**config.mk**
```make
export PLATFORM = sky130hd
export DESIGN_NAME = adc_scan_smoother_flat
export DESIGN_NICKNAME = d
export VERILOG_FILES = /design/src/rtl/asm_pkg.sv /design/src/rtl/asm_in_if.sv /design/src/rtl/asm_out_if.sv /design/src/rtl/asm_smooth_unit.sv /design/src/rtl/adc_scan_smoother.sv /design/src/flat_wrapper.sv
export SDC_FILE = /design/constraint.sdc
export NUM_CORES = 1
export LEC_CHECK = 0
export BUFFER_PORTS_ARGS = -buffer_cell sky130_fd_sc_hd__buf_2
export CAP_MARGIN = 40
export CORE_UTILIZATION = 63
export CTS_CLUSTER_DIAMETER = 100
export CTS_CLUSTER_SIZE = 8
export DETAILED_ROUTE_END_ITERATION = 8
export PLACE_DENSITY_LB_ADDON = 0.05
export SYNTH_ARGS = -nofsm -noshare
export SYNTH_HDL_FRONTEND = slang
export SYNTH_SLANG_ARGS = --single-unit
export TNS_END_PERCENT = 10
```
**constraint.sdc**
```tcl
create_clock -name clk -period 10.2 [get_ports clk]
set_input_delay 1.02 -clock clk [delete_from_list [all_inputs] [get_ports clk]]
set_output_delay 1.02 -clock clk [all_outputs]
set_load 0.02 [all_outputs]
```
**src/rtl/asm_pkg.sv**
```systemverilog
// asm_pkg: shared constants and types of the adc scan smoother
// no dependencies; used by the channel interfaces, the smoothing unit and the top level

package asm_pkg;

  // default configuration of the scanner
  localparam int PAUSE_TICKS_DEF = 10;
  localparam int CHANNELS_DEF    = 8;

  // fixed field widths
  localparam int SAMPLE_W = 10;
  localparam int SMOOTH_W = 4;
  localparam int CH_OUT_W = 3;
  localparam int BYTE_W   = 8;
  localparam int CFG_W    = 32;
  localparam int PADDR_W  = 2;

  // register index of the smoothing weight
  localparam int REG_SMOOTHING = 0;

  // request to the smoothing unit
  typedef struct packed {
    logic                start;
    logic [SAMPLE_W-1:0] old_value;
    logic [SMOOTH_W-1:0] weight;
    logic [SAMPLE_W-1:0] sample;
  } smooth_req_t;

  // answer of the smoothing unit
  typedef struct packed {
    logic                done;
    logic [SAMPLE_W-1:0] value;
  } smooth_rsp_t;

endpackage

```
**src/rtl/asm_in_if.sv**
```systemverilog
// asm_in_if: poll tick channel of the adc scan smoother
// depends on asm_pkg for field widths

interface asm_in_if;
  logic                         valid;
  logic                         ready;
  logic                         conversion_done;
  logic [asm_pkg::SAMPLE_W-1:0] sample;

  modport source (output valid, conversion_done, sample, input ready);
  modport sink (input valid, conversion_done, sample, output ready);
endinterface

```
**src/rtl/asm_out_if.sv**
```systemverilog
// asm_out_if: result channel of the adc scan smoother
// depends on asm_pkg for field widths

interface asm_out_if;
  logic                         valid;
  logic                         ready;
  logic                         start_conversion;
  logic                         select_valid;
  logic [asm_pkg::CH_OUT_W-1:0] next_channel;
  logic                         updated;
  logic [asm_pkg::CH_OUT_W-1:0] channel;
  logic [asm_pkg::SAMPLE_W-1:0] smoothed;
  logic [asm_pkg::BYTE_W-1:0]   high_byte;
  logic                         packed_index;
  logic [asm_pkg::BYTE_W-1:0]   packed_byte;

  modport source (output valid, start_conversion, select_valid, next_channel, updated,
                  channel, smoothed, high_byte, packed_index, packed_byte, input ready);
  modport sink (input valid, start_conversion, select_valid, next_channel, updated,
                channel, smoothed, high_byte, packed_index, packed_byte, output ready);
endinterface

```
**src/rtl/asm_smooth_unit.sv**
```systemverilog
// asm_smooth_unit: computes (old*s + sample)/(s+1) on one shared adder
// 4 shift-add multiply steps, then 10 restoring divide steps; depends on asm_pkg

module asm_smooth_unit (
  input  logic                 clk,
  input  logic                 rst_n,
  input  asm_pkg::smooth_req_t req,
  output asm_pkg::smooth_rsp_t rsp
);

  localparam int ACC_W = asm_pkg::SAMPLE_W + asm_pkg::SMOOTH_W;
  localparam int REM_W = asm_pkg::SMOOTH_W;
  localparam int DIV_W = asm_pkg::SMOOTH_W + 1;
  localparam int Q_W   = asm_pkg::SAMPLE_W;

  localparam logic [1:0] U_IDLE = 2'd0;
  localparam logic [1:0] U_MUL  = 2'd1;
  localparam logic [1:0] U_DIV  = 2'd2;

  localparam logic [3:0] MUL_LAST = 4'(asm_pkg::SMOOTH_W - 1);
  localparam logic [3:0] DIV_LAST = 4'(Q_W - 1);

  logic [1:0]                   state_r, state_nxt;
  logic [3:0]                   cnt_r, cnt_nxt;
  logic [ACC_W-1:0]             acc_r, acc_nxt;
  logic [ACC_W-1:0]             mcand_r, mcand_nxt;
  logic [asm_pkg::SMOOTH_W-1:0] mult_r, mult_nxt;
  logic [DIV_W-1:0]             div_r, div_nxt;
  logic [REM_W-1:0]             rem_r, rem_nxt;
  logic [Q_W-1:0]               quo_r, quo_nxt;
  logic                         done_r, done_nxt;

  // shared add/subtract unit
  logic [ACC_W-1:0] add_a, add_b;
  logic             add_sub;
  logic [ACC_W:0]   add_y;
  logic             neg;

  assign add_y = add_sub ? ({1'b0, add_a} - {1'b0, add_b}) : ({1'b0, add_a} + {1'b0, add_b});
  assign neg   = add_y[ACC_W];

  // operand selection
  always_comb begin
    add_a   = acc_r;
    add_b   = '0;
    add_sub = 1'b0;
    unique case (state_r)
      U_MUL: begin
        add_a = acc_r;
        add_b = mult_r[0] ? mcand_r : '0;
      end
      U_DIV: begin
        add_a   = ACC_W'({rem_r, quo_r[Q_W-1]});
        add_b   = ACC_W'(div_r);
        add_sub = 1'b1;
      end
      default: begin
        add_a = acc_r;
      end
    endcase
  end

  // sequencer
  always_comb begin
    state_nxt = state_r;
    cnt_nxt   = cnt_r;
    acc_nxt   = acc_r;
    mcand_nxt = mcand_r;
    mult_nxt  = mult_r;
    div_nxt   = div_r;
    rem_nxt   = rem_r;
    quo_nxt   = quo_r;
    done_nxt  = 1'b0;
    unique case (state_r)
      U_IDLE: begin
        if (req.start) begin
          acc_nxt   = ACC_W'(req.sample);
          mcand_nxt = ACC_W'(req.old_value);
          mult_nxt  = req.weight;
          div_nxt   = DIV_W'(req.weight) + DIV_W'(1);
          cnt_nxt   = '0;
          state_nxt = U_MUL;
        end
      end
      U_MUL: begin
        acc_nxt   = add_y[ACC_W-1:0];
        mcand_nxt = mcand_r << 1;
        mult_nxt  = mult_r >> 1;
        cnt_nxt   = cnt_r + 4'd1;
        if (cnt_r == MUL_LAST) begin
          // high part is below the divisor since the quotient fits 10 bits
          rem_nxt   = add_y[ACC_W-1:Q_W];
          quo_nxt   = add_y[Q_W-1:0];
          cnt_nxt   = '0;
          state_nxt = U_DIV;
        end
      end
      U_DIV: begin
        rem_nxt = neg ? {rem_r[REM_W-2:0], quo_r[Q_W-1]} : add_y[REM_W-1:0];
        quo_nxt = {quo_r[Q_W-2:0], ~neg};
        cnt_nxt = cnt_r + 4'd1;
        if (cnt_r == DIV_LAST) begin
          done_nxt  = 1'b1;
          state_nxt = U_IDLE;
        end
      end
      default: begin
        state_nxt = U_IDLE;
      end
    endcase
  end

  // control state
  always_ff @(posedge clk) begin
    if (!rst_n) begin
      state_r <= U_IDLE;
      cnt_r   <= '0;
      done_r  <= 1'b0;
    end else begin
      state_r <= state_nxt;
      cnt_r   <= cnt_nxt;
      done_r  <= done_nxt;
    end
  end

  // datapath
  always_ff @(posedge clk) begin
    acc_r   <= acc_nxt;
    mcand_r <= mcand_nxt;
    mult_r  <= mult_nxt;
    div_r   <= div_nxt;
    rem_r   <= rem_nxt;
    quo_r   <= quo_nxt;
  end

  assign rsp.done  = done_r;
  assign rsp.value = quo_r;

endmodule

```
**src/rtl/adc_scan_smoother.sv**
```systemverilog
// adc_scan_smoother: round-robin converter scan with per-channel exponential smoothing
// a tick without update yields its result in the cycle after acceptance
// a tick that completes a conversion runs 4 multiply and 10 divide steps
// on the shared adder of asm_smooth_unit, between its start and its write-back
// throughput: one tick per cycle while no update runs and the result channel does not stall; not ready during an update
// reset (rst_n, synchronous): pausing, channel 0, stored values and packed bytes zero

module adc_scan_smoother #(
  parameter int PAUSE_TICKS = asm_pkg::PAUSE_TICKS_DEF,
  parameter int CHANNELS    = asm_pkg::CHANNELS_DEF
) (
  input  logic                        clk,
  input  logic                        rst_n,
  asm_in_if.sink                      in_bus,
  asm_out_if.source                   out_bus,
  input  logic                        cfg_psel,
  input  logic                        cfg_penable,
  input  logic                        cfg_pwrite,
  input  logic [asm_pkg::PADDR_W-1:0] cfg_paddr,
  input  logic [asm_pkg::CFG_W-1:0]   cfg_pwdata,
  output logic [asm_pkg::CFG_W-1:0]   cfg_prdata,
  output logic                        cfg_pready
);

  localparam int CH_W  = $clog2(CHANNELS);
  localparam int PB    = (CHANNELS + 3) / 4;
  localparam int PB_W  = (PB > 1) ? $clog2(PB) : 1;
  localparam int SW    = asm_pkg::SAMPLE_W;
  localparam int BW    = asm_pkg::BYTE_W;
  localparam int OW    = asm_pkg::CH_OUT_W;
  localparam logic [CH_W-1:0] CH_LAST = CH_W'(CHANNELS - 1);
  localparam logic [7:0]      PAUSE_END = 8'(PAUSE_TICKS);
  localparam logic [asm_pkg::PADDR_W-1:0] SMOOTHING_ADDR =
    asm_pkg::PADDR_W'(asm_pkg::REG_SMOOTHING * 4);

  // configuration register
  logic [asm_pkg::SMOOTH_W-1:0] smoothing_r;
  logic                         cfg_wr;

  assign cfg_pready = 1'b1;
  assign cfg_wr     = cfg_psel && cfg_penable && cfg_pwrite && cfg_pready;
  assign cfg_prdata = (cfg_paddr == SMOOTHING_ADDR) ? asm_pkg::CFG_W'(smoothing_r) : '0;

  always_ff @(posedge clk) begin
    if (!rst_n) begin
      smoothing_r <= '0;
    end else if (cfg_wr && (cfg_paddr == SMOOTHING_ADDR)) begin
      smoothing_r <= cfg_pwdata[asm_pkg::SMOOTH_W-1:0];
    end
  end

  // scan state
  logic [7:0]      pause_r, pause_nxt;
  logic            converting_r, converting_nxt;
  logic [CH_W-1:0] ch_r, ch_nxt;
  logic            busy_r, busy_nxt;
  logic [SW-1:0]   values_r [CHANNELS];
  logic [SW-1:0]   values_nxt [CHANNELS];
  logic [BW-1:0]   low_r [PB];
  logic [BW-1:0]   low_nxt [PB];

  // output register
  logic          out_valid_r, out_valid_nxt;
  logic          out_start_r, out_start_nxt;
  logic          out_sel_r, out_sel_nxt;
  logic [OW-1:0] out_next_r, out_next_nxt;
  logic          out_upd_r, out_upd_nxt;
  logic [OW-1:0] out_ch_r, out_ch_nxt;
  logic [SW-1:0] out_val_r, out_val_nxt;
  logic [BW-1:0] out_hi_r, out_hi_nxt;
  logic          out_pidx_r, out_pidx_nxt;
  logic [BW-1:0] out_pbyte_r, out_pbyte_nxt;

  logic                 in_ready;
  logic                 in_acc;
  logic                 out_take;
  asm_pkg::smooth_req_t req;
  asm_pkg::smooth_rsp_t rsp;

  logic [CH_W-1:0] ch_next;
  logic [PB_W-1:0] bi;
  logic [2:0]      bit_pos;
  logic [BW-1:0]   new_byte;

  assign in_ready     = !busy_r && (!out_valid_r || out_bus.ready);
  assign in_bus.ready = in_ready;
  assign in_acc       = in_bus.valid && in_ready;
  assign out_take     = out_valid_r && out_bus.ready;

  // smoothing request on a completed conversion
  assign req.start     = in_acc && converting_r && in_bus.conversion_done;
  assign req.old_value = values_r[ch_r];
  assign req.weight    = smoothing_r;
  assign req.sample    = in_bus.sample;

  asm_smooth_unit u_smooth (
    .clk   (clk),
    .rst_n (rst_n),
    .req   (req),
    .rsp   (rsp)
  );

  // packed low-bit byte of the current channel
  assign ch_next = (ch_r == CH_LAST) ? '0 : ch_r + CH_W'(1);
  assign bi      = PB_W'(ch_r >> 2);
  assign bit_pos = {ch_r[1:0], 1'b0};

  always_comb begin
    new_byte = low_r[bi];
    new_byte[bit_pos +: 2] = rsp.value[1:0];
  end

  // tick handling and write-back
  always_comb begin
    pause_nxt      = pause_r;
    converting_nxt = converting_r;
    ch_nxt         = ch_r;
    busy_nxt       = busy_r;
    values_nxt     = values_r;
    low_nxt        = low_r;
    out_valid_nxt  = out_take ? 1'b0 : out_valid_r;
    out_start_nxt  = out_start_r;
    out_sel_nxt    = out_sel_r;
    out_next_nxt   = out_next_r;
    out_upd_nxt    = out_upd_r;
    out_ch_nxt     = out_ch_r;
    out_val_nxt    = out_val_r;
    out_hi_nxt     = out_hi_r;
    out_pidx_nxt   = out_pidx_r;
    out_pbyte_nxt  = out_pbyte_r;
    if (rsp.done) begin
      values_nxt[ch_r] = rsp.value;
      low_nxt[bi]      = new_byte;
      ch_nxt           = ch_next;
      pause_nxt        = '0;
      converting_nxt   = 1'b0;
      busy_nxt         = 1'b0;
      out_valid_nxt    = 1'b1;
      out_start_nxt    = 1'b0;
      out_sel_nxt      = 1'b1;
      out_next_nxt     = OW'(ch_next);
      out_upd_nxt      = 1'b1;
      out_ch_nxt       = OW'(ch_r);
      out_val_nxt      = rsp.value;
      out_hi_nxt       = rsp.value[SW-1:2];
      out_pidx_nxt     = bi[0];
      out_pbyte_nxt    = new_byte;
    end else if (in_acc) begin
      out_start_nxt = 1'b0;
      out_sel_nxt   = 1'b0;
      out_next_nxt  = '0;
      out_upd_nxt   = 1'b0;
      out_ch_nxt    = '0;
      out_val_nxt   = '0;
      out_hi_nxt    = '0;
      out_pidx_nxt  = 1'b0;
      out_pbyte_nxt = '0;
      if (!converting_r) begin
        out_valid_nxt = 1'b1;
        if (pause_r < PAUSE_END) begin
          pause_nxt = pause_r + 8'd1;
        end else begin
          converting_nxt = 1'b1;
          out_start_nxt  = 1'b1;
        end
      end else if (in_bus.conversion_done) begin
        busy_nxt = 1'b1;
      end else begin
        out_valid_nxt = 1'b1;
      end
    end
  end

  always_ff @(posedge clk) begin
    if (!rst_n) begin
      pause_r      <= '0;
      converting_r <= 1'b0;
      ch_r         <= '0;
      busy_r       <= 1'b0;
      out_valid_r  <= 1'b0;
      for (int i = 0; i < CHANNELS; i++) begin
        values_r[i] <= '0;
      end
      for (int j = 0; j < PB; j++) begin
        low_r[j] <= '0;
      end
    end else begin
      pause_r      <= pause_nxt;
      converting_r <= converting_nxt;
      ch_r         <= ch_nxt;
      busy_r       <= busy_nxt;
      out_valid_r  <= out_valid_nxt;
      values_r     <= values_nxt;
      low_r        <= low_nxt;
    end
  end

  always_ff @(posedge clk) begin
    out_start_r <= out_start_nxt;
    out_sel_r   <= out_sel_nxt;
    out_next_r  <= out_next_nxt;
    out_upd_r   <= out_upd_nxt;
    out_ch_r    <= out_ch_nxt;
    out_val_r   <= out_val_nxt;
    out_hi_r    <= out_hi_nxt;
    out_pidx_r  <= out_pidx_nxt;
    out_pbyte_r <= out_pbyte_nxt;
  end

  // result channel
  assign out_bus.valid            = out_valid_r;
  assign out_bus.start_conversion = out_start_r;
  assign out_bus.select_valid     = out_sel_r;
  assign out_bus.next_channel     = out_next_r;
  assign out_bus.updated          = out_upd_r;
  assign out_bus.channel          = out_ch_r;
  assign out_bus.smoothed         = out_val_r;
  assign out_bus.high_byte        = out_hi_r;
  assign out_bus.packed_index     = out_pidx_r;
  assign out_bus.packed_byte      = out_pbyte_r;

`ifndef NO_ASSERTIONS
  // no tick is taken while a smoothing update is in flight
  a_no_accept_busy: assert property (@(posedge clk) disable iff (!rst_n)
    busy_r |-> !in_bus.ready)
    else $error("tick accepted during smoothing update");

  // the unit answers only for a request that is in flight
  a_done_when_busy: assert property (@(posedge clk) disable iff (!rst_n)
    rsp.done |-> busy_r)
    else $error("smoothing answer without request");

  // a pending update result always leaves the block pausing
  a_update_pausing: assert property (@(posedge clk) disable iff (!rst_n)
    (out_valid_r && out_upd_r) |-> !converting_r)
    else $error("converting while update result pending");

  // a start request and an update never share one result
  a_start_xor_upd: assert property (@(posedge clk) disable iff (!rst_n)
    out_valid_r |-> !(out_start_r && out_upd_r))
    else $error("start and update in one result");

  // a request while converting with done set hands off to the unit
  a_start_sets_busy: assert property (@(posedge clk) disable iff (!rst_n)
    req.start |=> busy_r)
    else $error("smoothing request not tracked");
`endif

endmodule
```
**src/flat_wrapper.sv**
```systemverilog
// flat-port wrapper written by rule: the top's interface ports become plain ports
module adc_scan_smoother_flat 
#(
  parameter int PAUSE_TICKS = asm_pkg::PAUSE_TICKS_DEF,
  parameter int CHANNELS    = asm_pkg::CHANNELS_DEF
)
  (clk, rst_n, cfg_psel, cfg_penable, cfg_pwrite, cfg_paddr, cfg_pwdata, cfg_prdata, cfg_pready, in_bus_valid, in_bus_conversion_done, in_bus_sample, in_bus_ready, out_bus_valid, out_bus_start_conversion, out_bus_select_valid, out_bus_next_channel, out_bus_updated, out_bus_channel, out_bus_smoothed, out_bus_high_byte, out_bus_packed_index, out_bus_packed_byte, out_bus_ready);
  asm_in_if in_bus_i ();
  asm_out_if out_bus_i ();
  input  logic clk;
  input  logic rst_n;
  input  logic cfg_psel;
  input  logic cfg_penable;
  input  logic cfg_pwrite;
  input  logic [asm_pkg::PADDR_W-1:0] cfg_paddr;
  input  logic [asm_pkg::CFG_W-1:0] cfg_pwdata;
  output logic [asm_pkg::CFG_W-1:0] cfg_prdata;
  output logic cfg_pready;
  input wire logic [$bits(in_bus_i.valid)-1:0] in_bus_valid;
  input wire logic [$bits(in_bus_i.conversion_done)-1:0] in_bus_conversion_done;
  input wire logic [$bits(in_bus_i.sample)-1:0] in_bus_sample;
  output wire logic [$bits(in_bus_i.ready)-1:0] in_bus_ready;
  output wire logic [$bits(out_bus_i.valid)-1:0] out_bus_valid;
  output wire logic [$bits(out_bus_i.start_conversion)-1:0] out_bus_start_conversion;
  output wire logic [$bits(out_bus_i.select_valid)-1:0] out_bus_select_valid;
  output wire logic [$bits(out_bus_i.next_channel)-1:0] out_bus_next_channel;
  output wire logic [$bits(out_bus_i.updated)-1:0] out_bus_updated;
  output wire logic [$bits(out_bus_i.channel)-1:0] out_bus_channel;
  output wire logic [$bits(out_bus_i.smoothed)-1:0] out_bus_smoothed;
  output wire logic [$bits(out_bus_i.high_byte)-1:0] out_bus_high_byte;
  output wire logic [$bits(out_bus_i.packed_index)-1:0] out_bus_packed_index;
  output wire logic [$bits(out_bus_i.packed_byte)-1:0] out_bus_packed_byte;
  input wire logic [$bits(out_bus_i.ready)-1:0] out_bus_ready;
  assign in_bus_i.valid = in_bus_valid;
  assign in_bus_i.conversion_done = in_bus_conversion_done;
  assign in_bus_i.sample = in_bus_sample;
  assign in_bus_ready = in_bus_i.ready;
  assign out_bus_valid = out_bus_i.valid;
  assign out_bus_start_conversion = out_bus_i.start_conversion;
  assign out_bus_select_valid = out_bus_i.select_valid;
  assign out_bus_next_channel = out_bus_i.next_channel;
  assign out_bus_updated = out_bus_i.updated;
  assign out_bus_channel = out_bus_i.channel;
  assign out_bus_smoothed = out_bus_i.smoothed;
  assign out_bus_high_byte = out_bus_i.high_byte;
  assign out_bus_packed_index = out_bus_i.packed_index;
  assign out_bus_packed_byte = out_bus_i.packed_byte;
  assign out_bus_i.ready = out_bus_ready;
  adc_scan_smoother #(.PAUSE_TICKS(PAUSE_TICKS), .CHANNELS(CHANNELS)) u_core (.clk(clk), .rst_n(rst_n), .in_bus(in_bus_i), .out_bus(out_bus_i), .cfg_psel(cfg_psel), .cfg_penable(cfg_penable), .cfg_pwrite(cfg_pwrite), .cfg_paddr(cfg_paddr), .cfg_pwdata(cfg_pwdata), .cfg_prdata(cfg_prdata), .cfg_pready(cfg_pready));
endmodule
```
Word level (Yosys, flattened, before mapping) --
Index checks and enable logic that the tools add are counted.
Word-level totals: register bits after elaboration 207, input port bits 52, output and inout port bits 71, word-level logic and storage cells 145
Cells by class: add/sub/neg operators 7, magnitude comparators 5, equal/unequal tests 8, shift-type cells 2, mux-type cells 57, bitwise logic cells 5, reduce and logical (&&, ||, !) cells 28
Operators with widths (number):
- case mux 14 bit (2 select lines) | 3
- bitwise mux 80 bit | 1
- 2-to-1 mux 10 bit | 6
- 2-to-1 mux 14 bit | 4
- 2-to-1 mux 8 bit | 7
- binary-select mux 10 bit (select 3 bit) | 1
- demux 10 bit (select 3 bit) | 1
- 2-to-1 mux 4 bit | 6
- case mux 10 bit (2 select lines) | 1
- bitwise mux 16 bit | 1
- case mux 4 bit (2 select lines) | 2
- adder 14 x 14 -> 15 bit | 1
- 2-to-1 mux 15 bit | 1
- subtractor 14 x 14 -> 15 bit | 1
- 2-to-1 mux 1 bit | 12
- 2-to-1 mux 3 bit | 4
- case mux 4 bit (3 select lines) | 1
- logical AND 1 bit | 10
- AND reduction 2 bit | 5
- AND reduction 3 bit | 3
- adder 8 x 1 -> 8 bit, second input constant | 1
- bitwise mux 8 bit | 1
- demux 8 bit (select 1 bit) | 1
- less-than comparator 8 x 4 -> 1 bit, second input constant | 1
- other kinds (28) | 37

Longest topological paths before layout --
Gate-level depths: netlist (run 1).
depth in word-level cells 8, gate-level depth with buffers 18, depth with buffers taken out 17

Cells and area by module --
From an unflattened synthesis (run 1), not the netlist that was laid out.
Unflattened totals: cells, all modules 1041, area total of the unflattened synthesis 10387.5 um^2
Modules (own cells, without submodules):
- adc_scan_smoother | instances 1, cells an instance 687, area each 6572.6 um^2, seq. area each 3042.9 um^2
- asm_smooth_unit | instances 1, cells an instance 354, area each 3814.9 um^2, seq. area each 1671.6 um^2

Worst setup path after synthesis (run 1) --
OpenSTA, ideal clock, no wires.
path kind reg2reg, start register u_core.u_smooth.state_r[1], end register u_core.u_smooth.rem_r[0], data pin, setup time 0.260 ns, arrival time 3.540 ns, data required time 9.940 ns, setup slack 6.400 ns, stages on the path, launching flop included 19, buffers on the path 1, period minus slack after synthesis 3.800 ns, cells stage by stage dfxtp_1 inv_1 ha_1 clkbuf_1 a32oi_1 nor2b_1 inv_1 ha_1 and4_1 nor2_1 a21oi_1 a31o_2 ha_1 nand2_1 o21ai_1 or4_4 o221ai_4 mux2i_1 mux2_4
On the way: cells in the longest elaborated chain, start to end 6, elaborated cells between the ends (all ways) 11, those cells by class add/sub (2); eq/ne (2); mux (7)
RTL lines:
- from (decl) | RTL line asm_smooth_unit.sv:23 | logic [1:0] state_r, state_nxt;
- from (signal assigned) | RTL line asm_smooth_unit.sv:120 | state_r <= state_nxt;
- equality test 2 bit / equality test 2 x 1 -> 1 bit (equally long branches) | RTL line asm_smooth_unit.sv:47, asm_smooth_unit.sv:74
- case mux 14 bit (2 select lines) / 2-to-1 mux 14 bit (equally long branches) | RTL line asm_smooth_unit.sv:47 | unique case (state_r)
- adder 14 x 14 -> 15 bit / subtractor 14 x 14 -> 15 bit (equally long branches) | RTL line asm_smooth_unit.sv:39 | assign add_y = add_sub ? ({1'b0, add_a} - {1'b0, add_b}) : ({1'b0, add_a} + {1'b0, add_b});
- 2-to-1 mux 15 bit | RTL line asm_smooth_unit.sv:39
- 2-to-1 mux 4 bit, on equally long branches | RTL line asm_smooth_unit.sv:99, asm_smooth_unit.sv:90
- case mux 4 bit (2 select lines) (*) | RTL line asm_smooth_unit.sv:74 | unique case (state_r)
- via u_core.u_smooth.rem_nxt[0] | RTL line asm_smooth_unit.sv:29 | logic [REM_W-1:0] rem_r, rem_nxt;
- to (signal assigned) | RTL line asm_smooth_unit.sv:132 | rem_r <= rem_nxt;
- to (decl) | RTL line asm_smooth_unit.sv:29
Mark *: on every way through the listed nets, which the timed path passes. The rest lies on a longest branch. The select of a mux whose other input is x is not followed. A chain may end at the register's enable or synchronous reset.

Final worst setup path (run 1) --
start register u_core.u_smooth.state_r[1], end register u_core.u_smooth.rem_r[1], data pin
The elaborated chain is that of the path after synthesis.

==> results of run 1 <==
-- worst register-to-register path, stage by stage (launching register included) --
cell and delay [ps]:
dfxtp_1 350, inv_1 130, ha_1 740, a32oi_1 220, nor2b_1 250, inv_1 90, ha_1 210, and4_1 170
nor2_1 300, a21oi_1 70, a31o_2 240, ha_1 340, nand2_1 100, o21ai_1 130, or4_4 520, o221ai_4 280
mux2i_1 240, mux2i_1 110
-- cells in the mapped netlist, types with 6 or more instances --
library cell and n:
mux2_2 18, o22ai_1 9, xnor2_1 9, nor3b_1 14, a21boi_0 81, nor2_1 78
xor2_1 12, mux4_2 12, nand2_1 221, nor3_1 8, buf_1 14, nand3_1 7
o21ai_0 22, buf_4 39, clkbuf_1 34, and2_1 32, dfxtp_1 123, o21a_1 7
ha_1 32, mux2i_1 49, buf_2 8, edfxtp_1 75, o31ai_1 6, nand2b_1 6
a21oi_1 24, inv_1 23, nor2b_1 28
-- how the worst max path moves through the flow --
stage	slack, ps	start	cells past startpoint	endpoint
floorplan	6400	u_core.u_smooth.state_r[1]	18	u_core.u_smooth.rem_r[0]
global placement	5560	u_core.u_smooth.state_r[1]	15	u_core.u_smooth.rem_r[1]
detailed placement	5460	u_core.u_smooth.state_r[1]	17	u_core.u_smooth.rem_r[0]
CTS	5450	u_core.u_smooth.state_r[1]	17	u_core.u_smooth.rem_r[1]
global route	5070	u_core.u_smooth.state_r[1]	17	u_core.u_smooth.rem_r[1]
finish	5450	u_core.u_smooth.state_r[1]	17	u_core.u_smooth.rem_r[1]
-- final cells by class --
type	count	area (um2)	share of cell area [%]
clock buffer	23	510	4.58
timing repair buffer	79	450	4.04
clock inverter	9	77.6	0.696
tap	216	270	2.42
inverter	27	101	0.909
sequential	198	4710	42.3
multi-input combinational	781	5030	45.1
-- layer usage --
layer | vias to the layer above | global-route usage, %
met5 | - | 0
met4 | 0 | 14.3
met3 | 45 | 4.00
met2 | 223 | 47.9
met1 | 3624 | 38.5
li1 | 3714 | -
-- flip-flops by register name, summed over array words and instances, names as in the netlist, 2 cells and up --
register,count
u_core.u_smooth.mcand_r,14
u_core.u_smooth.acc_r,14
u_core.out_bus.packed_byte,8
u_core.u_smooth.mult_r,4
u_core.out_bus.next_channel,3
u_core.values_r,80
u_core.smoothing_r,4
u_core.u_smooth.rem_r,4
u_core.u_smooth.cnt_r,4
u_core.out_bus.smoothed,9
u_core.u_smooth.quo_r,10
u_core.ch_r,3
u_core.out_bus.channel,2
u_core.pause_r,8
u_core.u_smooth.state_r,2
u_core.low_r,16
u_core.u_smooth.div_r,5
-- logic make-up after synthesis --
logic type | Yosys count | share of synthesized area (%)
xor+xnor | 21 | 1.79
fa+ha+maj | 33 | 4.10
flops | 198 | 46.0
other cells | 2 | 0.0733
compound gates | 202 | 14.1
buf+inv | 122 | 5.99
mux | 80 | 9.54
simple gates | 416 | 18.4
-- per-stage QoR --
step                hold slack [ps]  util [%]
CTS                             462      70.2
detailed placement              446      66.5
finish                          460      70.2
global route                    476      70.2
global placement                442      66.1
floorplan                       430         -
-- where the power goes --
| group | total [W] | internal, W | leakage, nW | switching [W] |
|---|---|---|---|---|
| registers | 0.000824 | 0.000821 | 1.69 | 0.00000251 |
| clock network | 0.000669 | 0.000361 | 0.288 | 0.000308 |
| logic | 0.0000504 | 0.0000171 | 2.09 | 0.0000333 |
-- placed cells by master (no fill, tap or decap), types with 6 or more instances in the layout --
cell	instances
nand2_1	221
dfxtp_1	123
a21boi_0	81
nor2_1	78
edfxtp_1	75
buf_2	65
mux2i_1	49
and2_1	32
ha_1	31
conb_1	29
nor2b_1	28
a21oi_1	24
inv_1	23
o21ai_0	22
clkbuf_16	19
mux2_2	18
nor3b_1	14
xor2_1	12
mux4_2	12
buf_4	12
xnor2_1	9
o22ai_1	9
nor3_1	8
nand3_1	7
o21a_1	7
nand2b_1	6
o31ai_1	6
==> metrics.md, run 1 <==
| Metric | Value |
|---|---|
| Capture point of the worst reg-to-reg path | `u_core.u_smooth.rem_r[1]` |
| Worst EP required | `10360 ps` |
| Crit. End Element | `register` |
| Cell taking the most area after synthesis | `dfxtp_1` |
| Global-route wire length before repair | `37200 um` |
| Final Max Tran Viols | `0` |
| Number of global-route vias before repair | `roughly 7300` |
| PD cells | `~140 nW/um2` |
| Number of synthesized flops with an enable pin | `75` |
| Cts hold-fix bufs | `0` |
| Gpl congestion | `approximately 0.87` |
| End of the worst hold path | `u_core.values_r[79]` |
| Reg2Reg Setup Slack | `5450 ps` |
| Metal3 WL | `1170 um` |
| Iter 0 DRT Violations | `600` |
| Syn Inst Count | `1074` |
| Largest cells by area after synthesis | `dfxtp_1 24%, edfxtp_1 22%, nand2_1 8.1%` |
| Largest net degree at the start of global routing | `67` |
| First-pass DRT Iterations | `5` |
| Reg-to-reg critical path startpoint | `u_core.u_smooth.state_r[1]` |
| Post-CTS setup buffer count | `0` |
| Initial core utilization | `64.5%` |
| M1 WL | `10300 um` |
| CTS Buffer Depth | `2` |
| PortBufs | `65` |
| Fin. Hold Viols | `0` |
| Status | `finished, final reports clean` |
| Main flop type after synthesis | `dfxtp_1` |
| Antenna cell count | `0` |
| DIE AREA | `around 17000 um2` |
| Top cell type's share of synthesized area | `24.0%` |
| All-Layer GR Usage | `slightly below 30%` |
| Startpoint Class | `register` |
| Ys async rst share | `0%` |
| Top sig layer | `met4` |
| Mapped Area | `around 10000 um2` |
| CP top delay family | `simple AND/OR/NAND/NOR gates` |
| CTS tree | `yes` |
| Inst Count DP | `1301` |
| DR vias/cell | `5.71` |
| WP data arrival | `4910 ps` |
| CP max-delay cell | `ha_1` |
| Final setup vio count | `0` |
| Routed wire length | `23200 um` |
| Initial antenna violation count | `0` |
| Share of layout cells above drive strength 1 | `13.8%` |
| Routed WL per cell | `17.4 um` |
| Synth cell types | `71` |
| CTS sink cnt | `198` |
| Yosys warns | `0` |
| Unrepaired setup endpoints after global routing | `false` |
| DP HPWL | `15500 um` |
| Clock latency on the worst-skew pair | `440 ps` |
| DR WL met2 | `11000 um` |
| Non-filler cells, final | `~1300` |
| Max Clk Rate | `0.210 GHz` |
| Hold path startpoint | `u_core.values_r[79]` |
| DIE HEIGHT | `approximately 130 um` |
| Post-cts resize count | `0` |
| Sequential-to-total area share from yosys stat | `46.0%` |
| CP max FO | `25` |
| Dpl ws | `about 5500 ps` |
| Leakage | `4.07 nW` |
| I/O Pins | `between 100 and 150` |
| Crit share post-route | `46.6%` |
| Total power | `around 0.0015 W` |
| Crit path time final | `4750 ps` |
| Die Width | `130 um` |
| Setup TNS | `0 ps` |
| Area of placed instances | `10600 um2` |
| CTS Root Cell | `clkbuf_16` |
| CP bufs+invs | `2` |
| Vias | `7606` |
| Total gr overflow | `0` |
| Post-Syn Area per Cell | `9.54 um2` |
| Min-delay worst type | `reg -> reg` |
| Nets | `1189` |
| Max-cap violations | `0` |
| DRC | `0` |
| Hold path cells | `2` |
| Reg2reg path depth | `17` |
| Cell Rows | `46` |
| Worst-margin pin slew | `866 ps` |
| Worst-path clk slew | `70 ps` |
| Fin area | `between 10000 and 15000 um2` |
| Core area | `15900 um2` |
| Post-DRT Antenna Nets | `0` |
| CP max stage delay | `740 ps` |
| Num CTS Buffers | `17` |
| Crit-path cells | `inv_1 -> ha_1 -> a32oi_1 -> nor2b_1 -> inv_1 -> ha_1 -> and4_1 -> nor2_1 -> a21oi_1 -> a31o_2 -> ha_1 -> nand2_1 -> o21ai_1 -> or4_4 -> o221ai_4 -> mux2i_1 -> mux2i_1` |
| Crit Path Class | `reg -> reg` |
| Slew margin rel. | `42.2%` |
| Synthesis-stage register bit count | `198` |
| Clk_skew | `roughly 12 ps` |
| Cell mode on critical path | `ha_1` |
| Layout filler cell count | `1293` |
| Worst vdd ir | `0.127 mV` |
| CTS H-tree depth | `4` |
| Setup ws final | `roughly 5400 ps` |
| Area delta synth->final | `8.78%` |
Power figures use the tool's default switching activity.
==> run 2, diff against run 1 <==
--- a/config.mk
+++ b/config.mk
@@ -5,9 +5,10 @@
 export SDC_FILE = /design/constraint.sdc
 export NUM_CORES = 1
 export LEC_CHECK = 0
+export ABC_AREA = 1
 export BUFFER_PORTS_ARGS = -buffer_cell sky130_fd_sc_hd__buf_2
 export CAP_MARGIN = 40
-export CORE_UTILIZATION = 63
+export CORE_UTILIZATION = 53
 export CTS_CLUSTER_DIAMETER = 100
 export CTS_CLUSTER_SIZE = 8
 export DETAILED_ROUTE_END_ITERATION = 8
==> constraint.sdc (replaced) <==
create_clock -name clk -period 4.35 [get_ports clk]
set_input_delay 0.435 -clock clk [delete_from_list [all_inputs] [get_ports clk]]
set_output_delay 0.435 -clock clk [all_outputs]
set_load 0.02 [all_outputs]
==> metrics.md, run 2 <==
| Metric | Value |
|---|---|
| Status | `finished, final reports clean` |
| Compound-Gate Fraction of Synth Area | `16.6%` |
| Unrepaired setup endpoints after global routing | `false` |
| Reg2Reg Setup Slack | `around 480 ps` |
| Largest cells by area after synthesis | `dfxtp_1 24%, edfxtp_1 22%, o21ai_0 8.5%` |
| Total power | `approximately 0.0066 W` |
| Core area | `between 15000 and 20000 um2` |
| Worst-path clk slew | `80 ps` |
| Area delta synth->final | `9.23%` |
| DIE HEIGHT | `141 um` |
| Cell taking the most area after synthesis | `dfxtp_1` |
| Hold path cells | `3` |
| Min-delay worst type | `in -> reg` |
| Routed wire length | `24700 um` |
| Antenna cell count | `0` |
| Main combinational cell family by area after synthesis | `simple AND/OR/NAND/NOR gates` |
| Cell Rows | `50` |
| I/O Pins | `123` |
| Reg2reg path depth | `22` |
| Syn Inst Count | `1304` |
| Commonest cells after routing, fill and taps aside | `222 x nor2_1, 181 x nand2_1, 172 x o21ai_0` |
| Most flops, register | `u_core.values_r` |
| Cts hold-fix bufs | `0` |
| Synthesis-stage register bit count | `198` |
| Simple-gate share of the synthesized area | `19.5%` |
| Ys async rst share | `0%` |
| CP max FO | `19` |
| Largest net degree at the start of global routing | `88` |
| Synth cell types | `46` |
| Total gr overflow | `0` |
| Startpoint Class | `register` |
| Commonest non-fill, non-tap cell in the layout | `nor2_1` |
| Mapped Area | `10200 um2` |
| WP data arrival | `4050 ps` |
| Crit path time final | `approximately 3900 ps` |
| DIE AREA | `a little under 20000 um2` |
| Post-cts resize count | `0` |
| Max FFs per register | `80` |
| All-Layer GR Usage | `25.6%` |
| Number of global-route vias before repair | `7556` |
| DRC | `0` |
| Global-route wire length before repair | `39400 um` |
| CTS Root Cell | `clkbuf_16` |
| Post-Syn Area per Cell | `7.81 um2` |
| First-pass DRT Iterations | `5` |
| Top cell type's share of synthesized area | `between 20% and 30%` |
| PD cells | `591 nW/um2` |
| CTS sink cnt | `198` |
| Crit share post-route | `89.0%` |
| CP max-delay cell | `dfxtp_1` |
| DP HPWL | `~17000 um` |
| Hold_ws | `between 200 and 300 ps` |
| Largest regs | `u_core.values_r: 80 flops, u_core.low_r: 16 flops` |
| PortBufs | `between 60 and 70` |
| Worst EP required | `approximately 4500 ps` |
| Synth Area in Adders | `under 10%` |
| Final setup vio count | `0` |
| Non-filler cells, final | `1585` |
| Max-cap violations | `0` |
| Leakage | `between 5 and 6 nW` |
| Crit Path Class | `reg -> reg` |
| Mux contribution to synthesized area | `0%` |
| Sequential-to-total area share from yosys stat | `46.3%` |
| Die Width | `141 um` |
| Yosys warns | `0` |
| Post-CTS setup buffer count | `0` |
| Num CTS Buffers | `17` |
| Clock latency on the worst-skew pair | `430 ps` |
| Worst-margin pin slew | `755 ps` |
| Share of layout cells above drive strength 1 | `11.0%` |
| DR vias/cell | `5.27` |
| Crit-path cells | `inv_1 -> ha_1 -> nand2_4 -> nor2_1 -> a21oi_4 -> ha_1 -> nand3_2 -> o21ai_0 -> xor2_1 -> ha_1 -> nand2_1 -> inv_1 -> nand2_1 -> nand2_1 -> nand2_1 -> nand2_1 -> inv_1 -> nand2_1 -> nand3_2 -> nand3_1 -> nand2_1 -> o21ai_2` |
| Most numerous cell in the Yosys netlist | `nor2_1` |
| Critical path launch point | `u_core.u_smooth.state_r[0]` |
| CP max stage delay | `420 ps` |
| Clk_skew | `10.6 ps` |
| Fin. Hold Viols | `0` |
| Max Clk Rate | `0.258 GHz` |
| Cell depth of the worst setup path | `22` |
| Routed WL per cell | `15.6 um` |
| Cell mode on critical path | `nand2_1` |
| CTS H-tree depth | `4` |
| CP top delay family | `simple AND/OR/NAND/NOR gates` |
| Main flop type after synthesis | `dfxtp_1` |
| Nets | `roughly 1400` |
| Vias | `8351` |
| Final Max Tran Viols | `0` |
| Iter 0 DRT Violations | `584` |
| Worst vdd ir | `0.367 mV` |
| CTS Buffer Depth | `2` |
| Crit path to | `u_core.u_smooth.rem_r[2]` |
| Inst Count DP | `1553` |
| Initial antenna violation count | `0` |
| Slew margin rel. | `49.7%` |
| CTS tree | `yes` |
| Setup TNS | `0 ps` |
| Initial core utilization | `54.3%` |
| Commonest cells post-synth | `222 x nor2_1, 181 x nand2_1, 172 x o21ai_0, 150 x inv_1, 123 x dfxtp_1` |
| Reg-to-reg critical path startpoint | `u_core.u_smooth.state_r[0]` |
| Number of synthesized flops with an enable pin | `75` |
| Capture point of the worst reg-to-reg path | `u_core.u_smooth.rem_r[2]` |
| Gpl congestion | `0.877` |
| Synth Area in XOR/XNOR | `1.89%` |
| Crit. End Element | `register` |
| CP bufs+invs | `3` |
| Post-DRT Antenna Nets | `0` |
==> run 2: cell families after synthesis <==
group           after synthesis
compound gates              315
flops                       198
buf+inv                     257
xor+xnor                     22
simple gates                477
other cells                   2
fa+ha+maj                    33
==> run 2: final cells by class <==
class / instances / area (um2)
multi-input cells: 876 / 4420
well taps: 234 / 293
flip-flops and latches: 198 / 4710
clock inverters: 15 / 169
repair buffers: 82 / 493
inverters: 163 / 612
fillers: 1769 / 7650
clock buffers: 17 / 425
==> run 2: per-stage QoR <==
step                      area (um2)  util [%]  setup slack, ps
after floorplan                10300         -             1180
after global placement         10500      55.8              548
after detailed placement       10500      56.1              519
after CTS                      11100      59.3              476
after global routing           11100      59.3              134
final                          11100      59.3              478
==> run 2: worst min path at each step <==
stage                     slack, ps                  endpoint         startpoint
final                           270  u_core.u_smooth.acc_r[4]   in_bus_sample[4]
after CTS                       260  u_core.u_smooth.acc_r[4]   in_bus_sample[4]
after detailed placement        430         u_core.pause_r[4]  u_core.pause_r[4]
after global placement          420         u_core.pause_r[6]  u_core.pause_r[6]
after global routing            280  u_core.u_smooth.acc_r[3]   in_bus_sample[3]
after floorplan                 420         u_core.pause_r[4]  u_core.pause_r[4]
==> run 2: power by group <==
group          total [W]  switching, W  internal, W  leakage, nW
combinational    0.00247       0.00166     0.000804         3.14
clock            0.00160      0.000779     0.000817        0.278
sequential       0.00251      0.000241      0.00227         1.72
total            0.00657       0.00268      0.00389         5.13
==> run 2: worst reg2reg max path: stages, from the launching register on <==
cell	delay, ps
dfxtp_1	420
inv_1	110
ha_1	400
nand2_4	250
nor2_1	120
a21oi_4	160
ha_1	260
nand3_2	130
o21ai_0	210
xor2_1	270
ha_1	330
nand2_1	100
inv_1	60
nand2_1	60
nand2_1	60
nand2_1	60
nand2_1	70
inv_1	50
nand2_1	120
nand3_2	150
nand3_1	80
nand2_1	90
o21ai_2	50
==> run 2: routing by layer <==
layer / part of all wire, % / track usage [%] / wire, um / vias up
li1: - / - / - / 4266
met1: 47 / 35.7 / 11700 / 3822
met2: 45 / 40.9 / 11200 / 237
met3: 5.7 / 3.57 / 1400 / 26
met4: 1.7 / 8.35 / 431 / 0
met5: 0 / 0 / 0 / -
